`config.mk`:
```
export PLATFORM = sky130hd
export DESIGN_NAME = dtc_upd
export DESIGN_NICKNAME = d
export VERILOG_FILES = /design/src/rtl/dtc_pkg.sv /design/src/rtl/dtc_upd.sv
export SDC_FILE = /design/constraint.sdc
export NUM_CORES = 1
export LEC_CHECK = 0
export ABC_AREA = 0
export BUFFER_PORTS_ARGS = -buffer_cell sky130_fd_sc_hd__buf_2
export CORE_MARGIN = 2
export CORE_UTILIZATION = 50
export DETAILED_ROUTE_END_ITERATION = 7
export PLACE_DENSITY = 0.82
export SLEW_MARGIN = 20
export SYNTH_ARGS = -nofsm -noshare
export SYNTH_HDL_FRONTEND = slang
export SYNTH_SLANG_ARGS = --single-unit
```
`constraint.sdc`:
```
create_clock -name vclk -period 7.1
set_input_delay 0.355 -clock vclk [all_inputs]
set_output_delay 0.355 -clock vclk [all_outputs]
set_load 0.005 [all_outputs]
```
`src/rtl/dtc_pkg.sv`:
```
// ----------------------------------------------------------------------------
// dtc_pkg: shared constants and types of the domino tiling counter
// Profile width limit, count table geometry and the control words passed
// between the sequencer, the update stage and the output stage.
// ----------------------------------------------------------------------------
package dtc_pkg;

  // widest profile (shorter board side) the tables can hold
  localparam int unsigned MAX_WIDTH = 10;

  // board side and count widths
  localparam int unsigned SIDE_W = 8;
  localparam int unsigned CNT_W  = 64;

  // count table: bank bit on top of a MAX_WIDTH-bit profile index
  localparam int unsigned ADDR_W    = MAX_WIDTH + 1;
  localparam int unsigned MEM_DEPTH = 1 << ADDR_W;

  // bits for a width value 0..MAX_WIDTH and for the column counter
  localparam int unsigned WCNT_W = $clog2(MAX_WIDTH + 1);

  // control word that travels with a read into the update stage
  typedef struct packed {
    logic              we;        // a write is due this cycle
    logic              init;      // table initialization write
    logic              init_one;  // initialization value is one
    logic              vert;      // vertical piece allowed (not the first row)
    logic              use_b;     // horizontal piece contributes
    logic              lsb;       // bit 0 of the target profile
    logic [ADDR_W-1:0] addr;      // target entry
  } upd_ctl_t;

  // result hand-off from the sequencer to the output register
  typedef struct packed {
    logic load;
    logic too_wide;
  } res_ctl_t;

endpackage

```
`src/rtl/dtc_upd.sv`:
```
// ----------------------------------------------------------------------------
// dtc_upd: profile count update
// Combines the two source counts read for one target profile and forms the
// write back into the target bank, or the initial table value.
// ----------------------------------------------------------------------------
module dtc_upd (
  input  dtc_pkg::upd_ctl_t              ctl_i,
  input  logic [dtc_pkg::CNT_W-1:0]      rdata_a_i,
  input  logic [dtc_pkg::CNT_W-1:0]      rdata_b_i,
  output logic                           we_o,
  output logic [dtc_pkg::ADDR_W-1:0]     waddr_o,
  output logic [dtc_pkg::CNT_W-1:0]      wdata_o
);

  logic [dtc_pkg::CNT_W-1:0] term_a;
  logic [dtc_pkg::CNT_W-1:0] term_b;

  // gate the vertical and horizontal contributions
  assign term_a = ctl_i.vert  ? rdata_a_i : '0;
  assign term_b = ctl_i.use_b ? rdata_b_i : '0;

  // even target: no piece only; odd target: vertical plus horizontal
  always_comb begin
    if (ctl_i.init) begin
      wdata_o = {{(dtc_pkg::CNT_W-1){1'b0}}, ctl_i.init_one};
    end else if (ctl_i.lsb) begin
      wdata_o = term_a + term_b;
    end else begin
      wdata_o = rdata_a_i;
    end
  end

  assign we_o    = ctl_i.we;
  assign waddr_o = ctl_i.addr;

endmodule

```
Word level (Yosys, flattened, before mapping)
Index checks and enable logic that the tools add are counted.

word-level totals
  output and inout port bits = 76
  bits in registers = 0
  input port bits = 145

cells by class
  add/subtract/negate cells = 1
  multiplexer cells = 4

operator list
  operator          count
  $mux W64          4
  $add A64 B64 Y64  1

Depth between registers and ports, before layout
Gate-level depths: netlist of the first run.

  depth in word-level cells = 4
  gate-level depth with buffers = 16
  gate-level depth less buffers = 14

Worst setup path before layout of the first run
No wires, ideal clock.

  path type = input port to output port
  from = in ctl_i[12] (netlist bit)
  to = out wdata_o[57] (netlist bit)
  setup slack = 3.533 ns
  cell stages on the path = 15
  arrival time = 3.212 ns
  path through = clkbuf_1 -> clkbuf_1 -> and2_1 -> ha_1 -> buf_2 -> a21o_1 -> o221a_2 -> o31a_4 -> o31ai_4 -> o32ai_2 -> a211oi_2 -> o31ai_2 -> a31oi_2 -> xnor2_1 -> a22o_1

on the way
  word-level cells in the longest chain between the ends = 4

ends and longest elaborated chain
  item              line           source
  from (decl)       dtc_upd.sv:7   input dtc_pkg::upd_ctl_t ctl_i,
  $mux W64          dtc_upd.sv:20  assign term_b = ctl_i.use_b ? rdata_b_i : '0;
  $add A64 B64 Y64  dtc_upd.sv:27  wdata_o = term_a + term_b;
  $mux W64          dtc_upd.sv:26  end else if (ctl_i.lsb) begin
  $mux W64          dtc_upd.sv:24  if (ctl_i.init) begin
  to (decl)         dtc_upd.sv:12  output logic [dtc_pkg::CNT_W-1:0] wdata_o

No other way between the ends.

Worst setup path after layout of the first run
  from = in ctl_i[13] (netlist bit)
  to = out wdata_o[58] (netlist bit)

on the way
  word-level cells in the longest chain between the ends = 4

ends and longest elaborated chain
  item              line           source
  $mux W64          dtc_upd.sv:19  assign term_a = ctl_i.vert ? rdata_a_i : '0;
  $add A64 B64 Y64  dtc_upd.sv:27
  $mux W64          dtc_upd.sv:26
  $mux W64          dtc_upd.sv:24

No other way between the ends.

==> flow_metrics.env, run 1 <==
export IMPL_status="finished clean"
export IMPL_dr_pass1_iters=5
export IMPL_path_class="in -> out"
export IMPL_route_vias_total=6508
export IMPL_grt_ovfl_total=0
export IMPL_grt_pass1_vias=5951
export IMPL_slew_violations=0
export IMPL_powerDensity_nw_per_um2=64.7
export IMPL_setup_ws_ns=2.55
export IMPL_synth_distinct_cells=67
export IMPL_ios=221
export IMPL_hold_buffers=0
export IMPL_core_area_um2=10800
export IMPL_power_uw=416
export IMPL_worst_path_max_delay_cell="buf_2"
export IMPL_min_from="ctl_i[10]"
export IMPL_crit_family="compound AO/OA/AOI/OAI gates"
export IMPL_path_cells="buf_2, and2_1, ha_1, fa_1, a211oi_1, o21ai_0, o2111ai_1, nand2_1, a21oi_1, o41ai_2, a21oi_1, nor3_1, nor2_1, xnor2_1, a22o_1, buf_2"
export IMPL_min_period_ns=4.55
export IMPL_antenna_found_initial=1
export IMPL_synthCells=834
export IMPL_drive_gt1_share_pct=23.0
export IMPL_synth_fp_nets=1043
export IMPL_place_ws_ns=2.50
export IMPL_synth_avg_cell_area_um2=6.68
export IMPL_seq_cells=0
export IMPL_dieArea_um2=12000
export IMPL_fin_crit_sh_pct=64.2
export IMPL_mostFrequentLayoutCell="buf_2"
export IMPL_end_kind="output port"
export IMPL_ys_warn_count=0
export IMPL_place_area_um2=6410
export IMPL_worstPathArrival_ns=4.20
export IMPL_final_cell_mix="buf_2, and2_1, nor2_1"
export IMPL_cts_repair_resized=0
export IMPL_grt_pass1_wl_um=27300
export IMPL_hold_path_class="in -> out"
export IMPL_setup_tns_final_ns=0
export IMPL_final_cell_area_um2=6430
export IMPL_max_stage_delay_ns=0.67
export IMPL_vias_per_cell=5.92
export IMPL_place_congestion=0.936
export IMPL_track_usage_pct=27.2
export IMPL_layout_area_seq_um2=0
export IMPL_drt_iter0_markers=280
export IMPL_cp_startpoint="ctl_i[13]"
export IMPL_grt_max_degree=66
export IMPL_maxCapViolations=0
export IMPL_synth_top_area_share_pct=14.7
export IMPL_worst_slew_pin_slew_ns=0.913
export IMPL_fmax_ghz=0.220
export IMPL_clock_buffers=0
export IMPL_leakage_nw=3.46
export IMPL_start_util_pct=51.4
export IMPL_fp_dieW_um=110
export IMPL_cp_max_fo=65
export IMPL_ys_top_cells_by_area="and2_1, ha_1, mux2i_1"
export IMPL_cp_num_buf_inv=2
export IMPL_post_cts_setup_buffers=0
export IMPL_dp_final_hpwl_um=13800
export IMPL_syn_area_um2=5570
export IMPL_yosysSeqAreaShare_pct=0
export IMPL_wl_per_cell_um=15.5
export IMPL_ant_nets=0
export IMPL_synth_top_cell_by_area="and2_1"
export IMPL_die_h_um=110
export IMPL_slew_headroom_pct=39.1
export IMPL_layout_nets=1169
export IMPL_vdd_drop_max_mv=0.0352
export IMPL_drc=0
export IMPL_syn_to_final_growth_pct=15.4
export IMPL_rows=38
export IMPL_port_buffers=197
export IMPL_drt_total_wl_um=17100
export IMPL_rsz0062_at_grt="false"
export IMPL_finalSetupViolations=0
export IMPL_required_ns=6.74
export IMPL_fin_util_pct=59.3
export IMPL_finalHoldViolations=0
export IMPL_start_kind="input pin"
## area by class of cell
class                      instances  area [um2]
antenna                            1        2.50
fill                            1102        4410
inverter                          15        56.3
multi-input combinational        744        5190
tap                              140         175
timing repair buffer             199        1000
## kinds of logic (layout without fill, tap and decap cells)
family / count (synthesis) / after routing / synth area share (%)
buffers and inverters: 90 / 214 / 7.03
other: 0 / 1 / 0
adder cells (fa/ha/maj): 64 / 64 / 14.5
AND/OR/NAND/NOR: 337 / 337 / 31.8
multiplexers: 35 / 35 / 6.29
XOR/XNOR: 57 / 57 / 8.96
AO/OA/AOI/OAI: 251 / 251 / 31.4
## per-stage QoR
stage                     cells  hold slack, ns
after floorplan             834           0.791
after CTS                  1098           0.710
after global placement     1098           0.710
after detailed placement   1098           0.710
after global routing       1099           0.710
final                      1099           0.710
## where the power goes
| group | internal [mW] | switching, mW |
|---|---|---|
| logic | 0.185 | 0.231 |
| registers | 0 | 0 |
| clock network | 0.0000000188 | 0 |
| total | 0.185 | 0.231 |
## synthesized netlist by cell type, types with 3 or more instances
| library cell | count |
|---|---|
| a211oi_1 | 9 |
| a21o_1 | 42 |
| a21oi_1 | 68 |
| a21oi_2 | 3 |
| a22o_1 | 22 |
| a31oi_1 | 10 |
| a41oi_1 | 4 |
| and2_1 | 131 |
| and3_1 | 4 |
| buf_1 | 4 |
| buf_2 | 5 |
| buf_4 | 12 |
| clkbuf_1 | 52 |
| ha_1 | 63 |
| inv_1 | 15 |
| mux2i_1 | 35 |
| nand2_1 | 55 |
| nand2b_1 | 7 |
| nand3_1 | 9 |
| nand4_1 | 23 |
| nor2_1 | 75 |
| nor2b_1 | 5 |
| nor3_1 | 10 |
| nor4_1 | 6 |
| o211ai_1 | 7 |
| o21a_1 | 4 |
| o21ai_0 | 31 |
| o21ai_1 | 6 |
| o21bai_1 | 6 |
| o22ai_1 | 3 |
| o31ai_1 | 5 |
| or3_1 | 3 |
| xnor2_1 | 33 |
| xor2_1 | 24 |
## per-layer routing
layer,vias up,part of all wire (%),GRT usage [%],routed length (um)
met5,-,0,0,0
met4,0,1.9,5.24,318
met3,26,5.7,2.07,972
met2,237,47,47.7,8010
met1,2999,46,36.5,7770
li1,3246,-,-,-
## final timing paths
path	endpoint	slack [ns]	cells past startpoint
max	wdata_o[58]	2.55	16
min	waddr_o[10]	0.71	0
No activity file was read; power rests on OpenSTA's default activity.
==> run 2, diff against run 1 <==
CORE_UTILIZATION = 47   (was 50)
PLACE_DENSITY = 0.81   (was 0.82)
clock period = 3.7 ns   (was 7.1 ns; I/O delays follow)
==> run 2 against run 1 <==
Against the previous run:
- sequential share of layout area stayed put
- core utilization hardly changed
- critical path type unchanged
- sequential cell count stayed put
- count of clock-buffer cells in the layout stayed put
- first-iteration DRC count is 17% higher
- critical endpoint is now wdata_o[26]
- power is 100% higher
==> flow_metrics.env, run 2 (synthesis gave the netlist of run 1 again) <==
export IMPL_status="finished clean"
export IMPL_final_cell_mix="buf_2, and2_1, nor2_1"
export IMPL_finalSetupViolations=0
export IMPL_hold_buffers=0
export IMPL_layout_area_seq_um2=0
export IMPL_die_h_um=113
export IMPL_cp_max_fo=16
export IMPL_drt_iter0_markers=327
export IMPL_path_class="in -> out"
export IMPL_grt_pass1_wl_um=28200
export IMPL_required_ns=3.51
export IMPL_syn_to_final_growth_pct=22.1
export IMPL_place_inst=1131
export IMPL_drive_gt1_share_pct=27.3
export IMPL_power_uw=842
export IMPL_port_buffers=197
export IMPL_maxCapViolations=0
export IMPL_fin_util_pct=59.3
export IMPL_fmax_ghz=0.280
export IMPL_dieArea_um2=12700
export IMPL_grt_max_degree=47
export IMPL_clock_buffers=0
export IMPL_grt_ovfl_total=0
export IMPL_track_usage_pct=25.6
export IMPL_rows=39
export IMPL_drc=0
export IMPL_drt_total_wl_um=17600
export IMPL_fin_cells=1134
export IMPL_start_kind="input pin"
export IMPL_setup_ws_ns=0.123
export IMPL_place_ws_ns=-0.0194
export IMPL_ant_nets=0
export IMPL_vdd_drop_max_mv=0.0614
export IMPL_leakage_nw=3.66
export IMPL_rsz0062_at_grt="true"
export IMPL_place_congestion=0.989
export IMPL_start_util_pct=48.6
export IMPL_fp_dieW_um=113
export IMPL_slew_violations=0
export IMPL_worstPathArrival_ns=3.39
export IMPL_seq_cells=0
export IMPL_dr_pass1_iters=4
export IMPL_min_from="ctl_i[0]"
export IMPL_route_vias_total=6568
export IMPL_core_area_um2=11500
export IMPL_fin_crit_sh_pct=96.7
export IMPL_powerDensity_nw_per_um2=124
export IMPL_nFillCells=1072
export IMPL_vias_per_cell=5.79
export IMPL_multi_input_area_um2=5300
export IMPL_wl_per_cell_um=15.5
export IMPL_worst_slew_pin_slew_ns=0.863
export IMPL_layout_nets=1201
export IMPL_mostFrequentLayoutCell="buf_2"
export IMPL_min_period_ns=3.58
export IMPL_cp_startpoint="ctl_i[13]"
export IMPL_finalHoldViolations=0
export IMPL_ios=221
export IMPL_hold_path_class="in -> out"
export IMPL_slew_headroom_pct=42.5
export IMPL_antenna_found_initial=1
export IMPL_dp_final_hpwl_um=14400
export IMPL_grt_pass1_vias=6185
export IMPL_end_kind="output port"
[run 2: changes by cell type in the layout (fill, tap and decap cells not counted), sizes merged]
cell and delta:
clkbuf +2, buf +30
[run 2: final cells by class]
| cell class | instances | share of cell area (%) |
|---|---|---|
| inverter | 15 | 0.828 |
| multi-input combinational | 744 | 78.0 |
| antenna | 1 | 0.0368 |
| tap | 143 | 2.63 |
| timing repair buffer | 231 | 18.5 |
[run 2: worst max-delay path: stages]
cell      delay, ns
clkbuf_4       0.19
and2_1         0.16
ha_1           0.33
and2_0         0.24
buf_4          0.18
a22o_1         0.19
a31oi_1        0.35
nand2_1        0.18
a21oi_2        0.27
and2_1         0.28
nor2_1         0.07
or3_1          0.32
a32o_1         0.29
buf_2          0.14
[run 2: per-stage QoR]
| step | cell area (um2) | hold slack [ns] | setup TNS, ns |
|---|---|---|---|
| final | 6800 | 0.370 | 0 |
| after global placement | 6640 | 0.370 | 0 |
| after floorplan | 5570 | 0.451 | 0 |
| after global routing | 6800 | 0.370 | -0.0383 |
| after CTS | 6650 | 0.370 | 0 |
| after detailed placement | 6640 | 0.370 | -0.0194 |
[run 2: routing by layer]
layer	vias to the layer above	GRT usage, %	wire length (um)
met2	218	45.0	8140
met3	38	1.23	988
met4	0	6.67	509
met1	3019	34.3	7920
li1	3293	-	-
met5	-	0	0
[run 2: final timing paths]
check,cells after the start,end
worst max-delay path,14,wdata_o[26]
worst min-delay path,0,waddr_o[0]
[run 2: repair_timing]
item                       in CTS  in global routing
setup endpoints to repair       1                 20
buffers inserted                0                  2
pin swaps                       0                  5
resized for setup               3                 24
[run 2: report_power, final]
group          internal (mW)    total (mW)  switching (mW)
Clock           0.0000000361  0.0000000361               0
Combinational          0.386         0.842           0.456
Sequential                 0             0               0
Total                  0.386         0.842           0.456
