`src/rtl/dtc_pkg.sv`:
```
// ----------------------------------------------------------------------------
// dtc_pkg: shared constants and types of the domino tiling counter
// Profile width limit, count table geometry and the control words passed
// between the sequencer, the update stage and the output stage.
// ----------------------------------------------------------------------------
package dtc_pkg;

  // widest profile (shorter board side) the tables can hold
  localparam int unsigned MAX_WIDTH = 10;

  // board side and count widths
  localparam int unsigned SIDE_W = 8;
  localparam int unsigned CNT_W  = 64;

  // count table: bank bit on top of a MAX_WIDTH-bit profile index
  localparam int unsigned ADDR_W    = MAX_WIDTH + 1;
  localparam int unsigned MEM_DEPTH = 1 << ADDR_W;

  // bits for a width value 0..MAX_WIDTH and for the column counter
  localparam int unsigned WCNT_W = $clog2(MAX_WIDTH + 1);

  // control word that travels with a read into the update stage
  typedef struct packed {
    logic              we;        // a write is due this cycle
    logic              init;      // table initialization write
    logic              init_one;  // initialization value is one
    logic              vert;      // vertical piece allowed (not the first row)
    logic              use_b;     // horizontal piece contributes
    logic              lsb;       // bit 0 of the target profile
    logic [ADDR_W-1:0] addr;      // target entry
  } upd_ctl_t;

  // result hand-off from the sequencer to the output register
  typedef struct packed {
    logic load;
    logic too_wide;
  } res_ctl_t;

endpackage

```
`src/rtl/dtc_ctrl.sv`:
```
// ----------------------------------------------------------------------------
// dtc_ctrl: query sequencer
// Takes a query, initializes the source bank, walks every cell and every
// target profile issuing table reads, then fetches the final count.
// ----------------------------------------------------------------------------
module dtc_ctrl (
  input  logic                             clk_i,
  input  logic                             rst_ni,
  input  logic                             in_valid_i,
  output logic                             in_stall_o,
  input  logic [dtc_pkg::SIDE_W-1:0]       board_rows_i,
  input  logic [dtc_pkg::SIDE_W-1:0]       board_cols_i,
  input  logic                             out_free_i,
  output logic                             re_o,
  output logic [dtc_pkg::ADDR_W-1:0]       raddr_a_o,
  output logic [dtc_pkg::ADDR_W-1:0]       raddr_b_o,
  output dtc_pkg::upd_ctl_t                ctl_o,
  output dtc_pkg::res_ctl_t                res_o
);

  localparam logic [2:0] ST_IDLE  = 3'd0;
  localparam logic [2:0] ST_INIT  = 3'd1;
  localparam logic [2:0] ST_IWAIT = 3'd2;
  localparam logic [2:0] ST_RUN   = 3'd3;
  localparam logic [2:0] ST_CWAIT = 3'd4;
  localparam logic [2:0] ST_FETCH = 3'd5;
  localparam logic [2:0] ST_OUT   = 3'd6;

  logic [2:0]                        state_q, state_d;
  logic [dtc_pkg::WCNT_W-1:0]        w_q, w_d;
  logic [dtc_pkg::SIDE_W-1:0]        len_q, len_d;
  logic [dtc_pkg::MAX_WIDTH-1:0]     full_q, full_d;
  logic [dtc_pkg::MAX_WIDTH-1:0]     top_q, top_d;
  logic [dtc_pkg::MAX_WIDTH-1:0]     m_q, m_d;
  logic [dtc_pkg::SIDE_W-1:0]        i_q, i_d;
  logic [dtc_pkg::WCNT_W-1:0]        j_q, j_d;
  logic                              cur_q, cur_d;
  logic                              last_q, last_d;
  logic                              tw_q, tw_d;
  dtc_pkg::upd_ctl_t                 ctl_q, ctl_d;

  logic [dtc_pkg::SIDE_W-1:0]        side_min;
  logic [dtc_pkg::SIDE_W-1:0]        side_max;
  logic [dtc_pkg::MAX_WIDTH-1:0]     full_new;
  logic [dtc_pkg::MAX_WIDTH-1:0]     top_new;
  logic [dtc_pkg::MAX_WIDTH-1:0]     m_shr;
  logic [dtc_pkg::MAX_WIDTH-1:0]     low_a;
  logic [dtc_pkg::MAX_WIDTH-1:0]     low_b;
  logic                              m_last;
  logic                              j_last;

  // shorter side is the profile width
  assign side_min = (board_rows_i < board_cols_i) ? board_rows_i : board_cols_i;
  assign side_max = (board_rows_i < board_cols_i) ? board_cols_i : board_rows_i;

  // all-ones mask and top bit of the profile for the new width
  always_comb begin
    for (int b = 0; b < dtc_pkg::MAX_WIDTH; b++) begin
      full_new[b] = side_min > dtc_pkg::SIDE_W'(b);
      top_new[b]  = side_min == dtc_pkg::SIDE_W'(b + 1);
    end
  end

  // source entries feeding target profile m
  assign m_shr  = m_q >> 1;
  assign low_a  = m_q[0] ? m_shr : (m_shr | top_q);
  assign low_b  = {m_shr[dtc_pkg::MAX_WIDTH-1:1], 1'b0} | top_q;
  assign m_last = (m_q == full_q);
  assign j_last = (j_q == w_q - dtc_pkg::WCNT_W'(1));

  // next state
  always_comb begin
    state_d = state_q;
    w_d     = w_q;
    len_d   = len_q;
    full_d  = full_q;
    top_d   = top_q;
    m_d     = m_q;
    i_d     = i_q;
    j_d     = j_q;
    cur_d   = cur_q;
    last_d  = last_q;
    tw_d    = tw_q;
    ctl_d   = '0;
    case (state_q)
      ST_IDLE: begin
        if (in_valid_i) begin
          len_d  = side_max;
          w_d    = side_min[dtc_pkg::WCNT_W-1:0];
          full_d = full_new;
          top_d  = top_new;
          m_d    = '0;
          i_d    = '0;
          j_d    = '0;
          cur_d  = 1'b0;
          if (side_min > dtc_pkg::SIDE_W'(dtc_pkg::MAX_WIDTH)) begin
            tw_d    = 1'b1;
            state_d = ST_OUT;
          end else begin
            tw_d    = 1'b0;
            state_d = ST_INIT;
          end
        end
      end
      ST_INIT: begin
        ctl_d.we       = 1'b1;
        ctl_d.init     = 1'b1;
        ctl_d.init_one = m_last;
        ctl_d.addr     = {1'b0, m_q};
        if (m_last) begin
          m_d     = '0;
          state_d = ST_IWAIT;
        end else begin
          m_d = m_q + dtc_pkg::MAX_WIDTH'(1);
        end
      end
      ST_IWAIT: begin
        state_d = (w_q == '0) ? ST_FETCH : ST_RUN;
      end
      ST_RUN: begin
        ctl_d.we    = 1'b1;
        ctl_d.lsb   = m_q[0];
        ctl_d.vert  = (i_q != '0);
        ctl_d.use_b = m_q[0] & m_shr[0] & (j_q != '0);
        ctl_d.addr  = {~cur_q, m_q};
        if (m_last) begin
          m_d     = '0;
          last_d  = j_last && (i_q == len_q - dtc_pkg::SIDE_W'(1));
          state_d = ST_CWAIT;
          if (j_last) begin
            j_d = '0;
            i_d = i_q + dtc_pkg::SIDE_W'(1);
          end else begin
            j_d = j_q + dtc_pkg::WCNT_W'(1);
          end
        end else begin
          m_d = m_q + dtc_pkg::MAX_WIDTH'(1);
        end
      end
      ST_CWAIT: begin
        // last write of the cell lands now; swap banks
        cur_d   = ~cur_q;
        state_d = last_q ? ST_FETCH : ST_RUN;
      end
      ST_FETCH: begin
        state_d = ST_OUT;
      end
      ST_OUT: begin
        if (out_free_i) begin
          state_d = ST_IDLE;
        end
      end
      default: begin
        state_d = ST_IDLE;
      end
    endcase
  end

  // control registers
  always_ff @(posedge clk_i or negedge rst_ni) begin
    if (!rst_ni) begin
      state_q <= ST_IDLE;
      cur_q   <= 1'b0;
      last_q  <= 1'b0;
      tw_q    <= 1'b0;
      ctl_q   <= '0;
    end else begin
      state_q <= state_d;
      cur_q   <= cur_d;
      last_q  <= last_d;
      tw_q    <= tw_d;
      ctl_q   <= ctl_d;
    end
  end

  // query geometry and loop counters
  always_ff @(posedge clk_i) begin
    w_q    <= w_d;
    len_q  <= len_d;
    full_q <= full_d;
    top_q  <= top_d;
    m_q    <= m_d;
    i_q    <= i_d;
    j_q    <= j_d;
  end

  // table reads: profile walk, then the final count
  assign re_o      = (state_q == ST_RUN) || (state_q == ST_FETCH);
  assign raddr_a_o = (state_q == ST_FETCH) ? {cur_q, full_q} : {cur_q, low_a};
  assign raddr_b_o = {cur_q, low_b};

  assign ctl_o        = ctl_q;
  assign res_o.load   = (state_q == ST_OUT) && out_free_i;
  assign res_o.too_wide = tw_q;
  assign in_stall_o   = (state_q != ST_IDLE);

endmodule

```
`config.mk`:
```
export PLATFORM = sky130hd
export DESIGN_NAME = dtc_ctrl
export DESIGN_NICKNAME = d
export VERILOG_FILES = /design/src/rtl/dtc_pkg.sv /design/src/rtl/dtc_ctrl.sv
export SDC_FILE = /design/constraint.sdc
export NUM_CORES = 1
export LEC_CHECK = 0
export CAP_MARGIN = 10
export CORE_MARGIN = 1.5
export CORE_UTILIZATION = 62
export CTS_BUF_LIST = sky130_fd_sc_hd__clkbuf_16
export CTS_CLUSTER_SIZE = 24
export DETAILED_ROUTE_END_ITERATION = 10
export DONT_BUFFER_PORTS = 1
export GPL_ROUTABILITY_DRIVEN = 0
export PLACE_DENSITY = 0.87
export SLEW_MARGIN = 25
export SYNTH_ARGS = -nofsm -noshare
export SYNTH_HDL_FRONTEND = slang
export SYNTH_SLANG_ARGS = --single-unit
```
`constraint.sdc`:
```
create_clock -name clk_i -period 3.9 [get_ports clk_i]
set_input_delay 0.39 -clock clk_i [delete_from_list [all_inputs] [get_ports clk_i]]
set_output_delay 0.39 -clock clk_i [all_outputs]
set_load 0.005 [all_outputs]
```
# After elaboration in Yosys (flattened, before gate mapping)
# Index checks and enable logic that the tools add are counted.
# totals
out_inout_bits	43
input_bits	20
wordCells	113
ff_bits	77
# op_classes
addsub	5
n_reduce_logical	19
bitwise	5
n_eq_ne	24
mux	30
magnitude_cmp	12
# ops
cell	n
$mux 10	4
$mux 8	5
$eq 8x3->1 const B	4
$gt 8x3->1 const B	4
$eq 8x4->1 const B	3
$gt 8x4->1 const B	3
$mux 3	8
$pmux 11 s2	1
$pmux 3 s7	1
$or 9x10->10	2
$pmux 10 s2	1
$eq 8x2->1 const B	2
$gt 8x1->1 const B	2
$gt 8x2->1 const B	2
$pmux 8 s2	1
$mux 4	3
$add 10x1->10 const B	1
$eq 10x10->1	1
$ne 2x2->1 const B	5
$eq 3x3->1 const B	3
$add 8x1->8 const B	1
$eq 8x1->1 const B	1
$eq 8x8->1	1
$lt 8x8->1	1
24 further kinds	35

# Depth between registers and ports, before layout
# logic_depth
ltp_word	6
depth_mapped	11

# Worst setup path before layout
# No wires, ideal clock.
# synth_timing
path_kind	input to register
startpoint	input port board_cols_i[1] (netlist bit)
endpoint	register top_q[3] (netlist bit) (data pin)
path_buffers	3
stages	10
arrival_ps	2181
required_ps	3635
path_slack_ps	1454
cell_sequence	clkbuf_1 > inv_1 > ha_1 > a2111o_1 > a21oi_4 > buf_6 > buf_4 > nor3_1 > a21oi_1 > nor2_1
# synth_via
elab_chain_len	3
# synth_rtl
element	line	source
start: declaration	dtc_ctrl.sv:12	input logic [dtc_pkg::SIDE_W-1:0] board_cols_i,
$lt 8x8->1	dtc_ctrl.sv:53	assign side_min = (board_rows_i < board_cols_i) ? board_rows_i : board_cols_i;
$mux 8 *	dtc_ctrl.sv:53	
$eq 8x3->1 *	dtc_ctrl.sv:60	top_new[b] = side_min == dtc_pkg::SIDE_W'(b + 1);
via top_new (one bit)	dtc_ctrl.sv:45	logic [dtc_pkg::MAX_WIDTH-1:0] top_new;
end signal: assignment	dtc_ctrl.sv:181	top_q <= top_d;
end: declaration	dtc_ctrl.sv:33	logic [dtc_pkg::MAX_WIDTH-1:0] top_q, top_d;
# Mark *: on every way through the listed nets, which the timed path passes. The rest lies on a longest branch.
# A chain may end at the register's enable or synchronous reset.

# Worst setup path in the final report
# layout_timing
startpoint	register state_q[2]
endpoint	register i_q[0] (netlist bit), enable pin
# layout_via
elab_chain_len	3
# layout_rtl
element	line	source
start: declaration	dtc_ctrl.sv:29	logic [2:0] state_q, state_d;
start signal: assignment	dtc_ctrl.sv:168	state_q <= state_d;
$eq 3x2->1 or $logic_not 3->1 (tied branches)	dtc_ctrl.sv:85	case (state_q)
$ne 2x2->1 (no line) or $reduce_bool 2->1 (tied branches)	-	
$reduce_and 4->1 (no line) *	-	
end signal: assignment	dtc_ctrl.sv:183	i_q <= i_d;
end: declaration	dtc_ctrl.sv:35	logic [dtc_pkg::SIDE_W-1:0] i_q, i_d;
# Mark *: on every way between the ends. The rest lies on a longest branch, timed or not.

==> out/results.tsv <==
stage	metric	value	unit
sta	setup violators final	0	
sta	Final Hold Viols	0	
synthesis	syn_area_per_cell	10.1	um2
drt	Routed Antenna Nets	0	
clocking	CTS Buf Count	9	
synthesis	post-synthesis sequential area ratio	0.506	
power	Leakage	0.00184	uW
sta	Slew HR	0.397	
worst_setup_path	Crit. End Element	register	
layout	area grow syn2layout	6.54	%
worst_setup_path	Worst Setup Start Kind	register	
power	pwr dens	653	nW/um2
grt	first-pass GRT wire length	13800	um
drt	Vias	3079	
synthesis	leading area contributor after synthesis	edfxtp_1	
synthesis	Unique masters post-synth	43	
sta	RSZ-0062 raised after global routing	no	
synthesis	Area contributors post-synth	edfxtp_1 37%, dfrtp_1 13%, nor2_1 4.8%	
worst_setup_path	Worst path max stage delay	520	ps
layout	Final #Nets	448	
worst_setup_path	Bufs and invs on worst path	1	
drt	DRT Pass-1 Iters	4	
sta	fmax	0.397	GHz
die	Die X	86.7	um
worst_setup_path	most numerous cell on the critical path	nand2_1	
die	initial core utilization	0.639	
die	Core Box Area	6790	um2
drt	Vias/cell	5.98	
sta	Slew @ Worst Pin	902	ps
die	IO Pins	63	
grt	pin count of the biggest net entering global routing	37	
layout	share of layout cells above drive strength 1	0.0883	
clocking	Setup Buffers After CTS	0	
placed_design	Placed Instances	498	
drt	# DRC	0	
die	FP Rows	30	
synthesis	Post-Syn Area	4340	um2
sta	fin. max-slew vios	0	
worst_setup_path	slowest CP cell	dfrtp_1	
drt	total wire length	8560	um
synthesis	Ys Warns	0	
status	status	complete, no violations	
clocking	clock root buffer master	clkbuf_16	
job	max cap viols	0	
synthesis	Mapped Cells	431	
layout	area of the multi-input gates	1900	um2
grt	initial antenna violation count	0	
drt	WL/cell	16.6	um
layout	Antenna diodes	0	
sta	crit path time final	2520	ps
worst_setup_path	delay-heaviest family, CP	simple AND/OR/NAND/NOR gates	
sta	setup TNS	0	ps
worst_setup_path	Worst Path Arrival	2530	ps
placed_design	detailed placer's ending HPWL	5970	um
clocking	CTS clk-pin slew, worst paths	60	ps
clocking	worst-skew pair later-pin latency	340	ps
die	die area	7510	um2
clocking	CTS tree	built	
synthesis	syn nets	465	
sta	Layout Skew	6.55	ps
clocking	number of H-tree levels	3	
placed_design	port bufs	0	
hold_path	Worst Hold Class	input port to asynchronous set/reset pin	
grt	vias in the first global route	2838	
worst_setup_path	required time of the critical path	3910	ps
worst_setup_path	critical path class	register to register	
layout	Reg area	2200	um2
layout	post-route insts no fill	515	
grt	total grt overflow	0	
grt	GRT Total Usage	0.242	
synthesis	top-area cell type share of the netlist area	0.374	
drt	Initial DRC Count	165	
power	worst vdd ir	0.277	mV
worst_setup_path	CP cell instances	nand2b_1 > inv_1 > nand2_1 > nor2_1 > nand3_1 > nand2_1	
placed_design	DP Area	4310	um2
layout	Fillers	504	
worst_setup_path	peak fanout along the critical path	15	
die	Chip Height	86.7	um
clocking	clock sinks	77	
layout	cell area after layout	4620	um2
sta	ratio of final minimum period to clock period	0.646	
clocking	Clock Tree Buf Depth	2	
synthesis	flops & latches, synth	77	
==> cells in the final DEF, fill, tap and decap left out, types with 2 or more instances in the layout <==
| master | instances |
|---|---|
| mux2_2 | 7 |
| nand3b_1 | 3 |
| clkbuf_16 | 9 |
| o211ai_1 | 2 |
| dfrtp_1 | 23 |
| nand3_1 | 12 |
| xnor2_1 | 18 |
| o21a_1 | 2 |
| nand2b_1 | 6 |
| inv_6 | 3 |
| nor2b_1 | 4 |
| a21o_1 | 2 |
| nor2_1 | 55 |
| edfxtp_1 | 54 |
| and3_1 | 7 |
| or2_2 | 10 |
| and2_1 | 10 |
| nor3b_1 | 3 |
| nand2_1 | 19 |
| o21bai_1 | 2 |
| a21oi_1 | 32 |
| xor2_1 | 23 |
| ha_1 | 14 |
| nor4_1 | 8 |
| o21ai_0 | 17 |
| o31ai_1 | 3 |
| inv_1 | 25 |
| nand4_1 | 5 |
| nor3_1 | 12 |
| mux2i_1 | 7 |
| a31oi_1 | 5 |
==> registers in the layout, summed over array words and instances (netlist names) <==
register  cells
full_q       10
m_q          10
j_q           4
ctl_o        17
last_q        1
len_q         8
cur_q         1
i_q           8
tw_q          1
top_q        10
w_q           4
state_q       3
==> cell usage after synthesis <==
cell,instances
and3_1,7
a21oi_4,1
nor3b_1,3
o32ai_1,1
buf_6,1
a31oi_1,5
a21oi_1,32
o21bai_1,2
nor4_1,8
nand2b_1,6
a2111oi_0,1
inv_1,26
and4b_1,1
o31ai_1,3
nor4b_1,1
or2_1,1
or3_1,1
mux2i_1,7
nor3_1,12
a221oi_1,1
a2111o_1,1
and2_1,10
o21a_1,2
o211ai_1,2
nand4_1,5
a31o_2,1
nor2b_1,4
or2_2,10
dfrtp_1,23
ha_1,14
nor2_1,55
mux2_2,7
xor2_1,23
nand3_1,12
buf_4,8
nand3b_1,3
edfxtp_1,54
or4_1,1
nand2_1,19
xnor2_1,18
o21ai_0,17
a21o_1,2
clkbuf_1,20
==> where the power goes <==
group / switching [uW] / internal, uW / leakage, uW / total, uW
Sequential: 251 / 1150 / 0.000816 / 1400
Combinational: 465 / 315 / 0.000873 / 779
Clock: 340 / 505 / 0.000149 / 845
==> cell type report <==
cell class,instances,area share
flip-flops and latches,77,0.475
multi-input cells,299,0.411
clock buffers,9,0.0487
well taps,96,0.0260
inverters,26,0.0211
clock inverters,7,0.0173
repair buffers,1,0.00108
==> stage by stage <==
stage,utilization,hold WS (ps),total power [uW],worst slack [ps]
after global routing,0.681,45.2,3200,1100
after detailed placement,0.635,95.2,2160,1180
after global placement,0.635,94.8,2110,1290
after CTS,0.681,238,3030,1390
final,0.681,8.50,3020,1380
after floorplan,-,94.4,2020,1450
==> layer usage <==
layer	vias up	track usage	routed length [um]
met5	-	0	0
met4	0	0.0982	142
met3	14	0.0648	569
met2	126	0.380	4180
met1	1476	0.321	3670
li1	1463	-	-
==> cell families (layout without fill, tap and decap cells) <==
kind of cell	after synthesis	in the layout	share of synthesized area
AND/OR/NAND/NOR	159	159	0.183
flip-flops	77	77	0.506
multiplexers	14	14	0.0343
XOR/XNOR	41	41	0.0827
AO/OA/AOI/OAI	71	71	0.0971
adder cells (fa/ha/maj)	14	14	0.0404
buffers and inverters	55	43	0.0562
==> final timing paths <==
check | from | slack [ps] | to | cells past startpoint
min in group clk_i | board_cols_i[0] | 240 | len_q[0]$_DFFE_PP_ | 2
min | rst_ni | 8 | ctl_o[3]$_DFF_PN0_ | 1
max | state_q[2]$_DFFE_PN0P_ | 1380 | i_q[0]$_SDFFCE_PN0P_ | 6
min reg2reg | cur_q$_DFFE_PN0P_ | 550 | ctl_o[10]$_DFF_PN0_ | 1
max in group asynchronous | rst_ni | 3550 | ctl_o[13]$_DFF_PN0_ | 1
max reg2reg | state_q[2]$_DFFE_PN0P_ | 1380 | i_q[0]$_SDFFCE_PN0P_ | 6
==> repair_timing <==
item / CTS / global route
resized for setup: 0 / 0
endpoints found under the setup margin: 0 / 0
hold buffers: 1 / 0
endpoints found under the hold margin: 23 / 0
No activity file was read; power rests on OpenSTA's default activity.
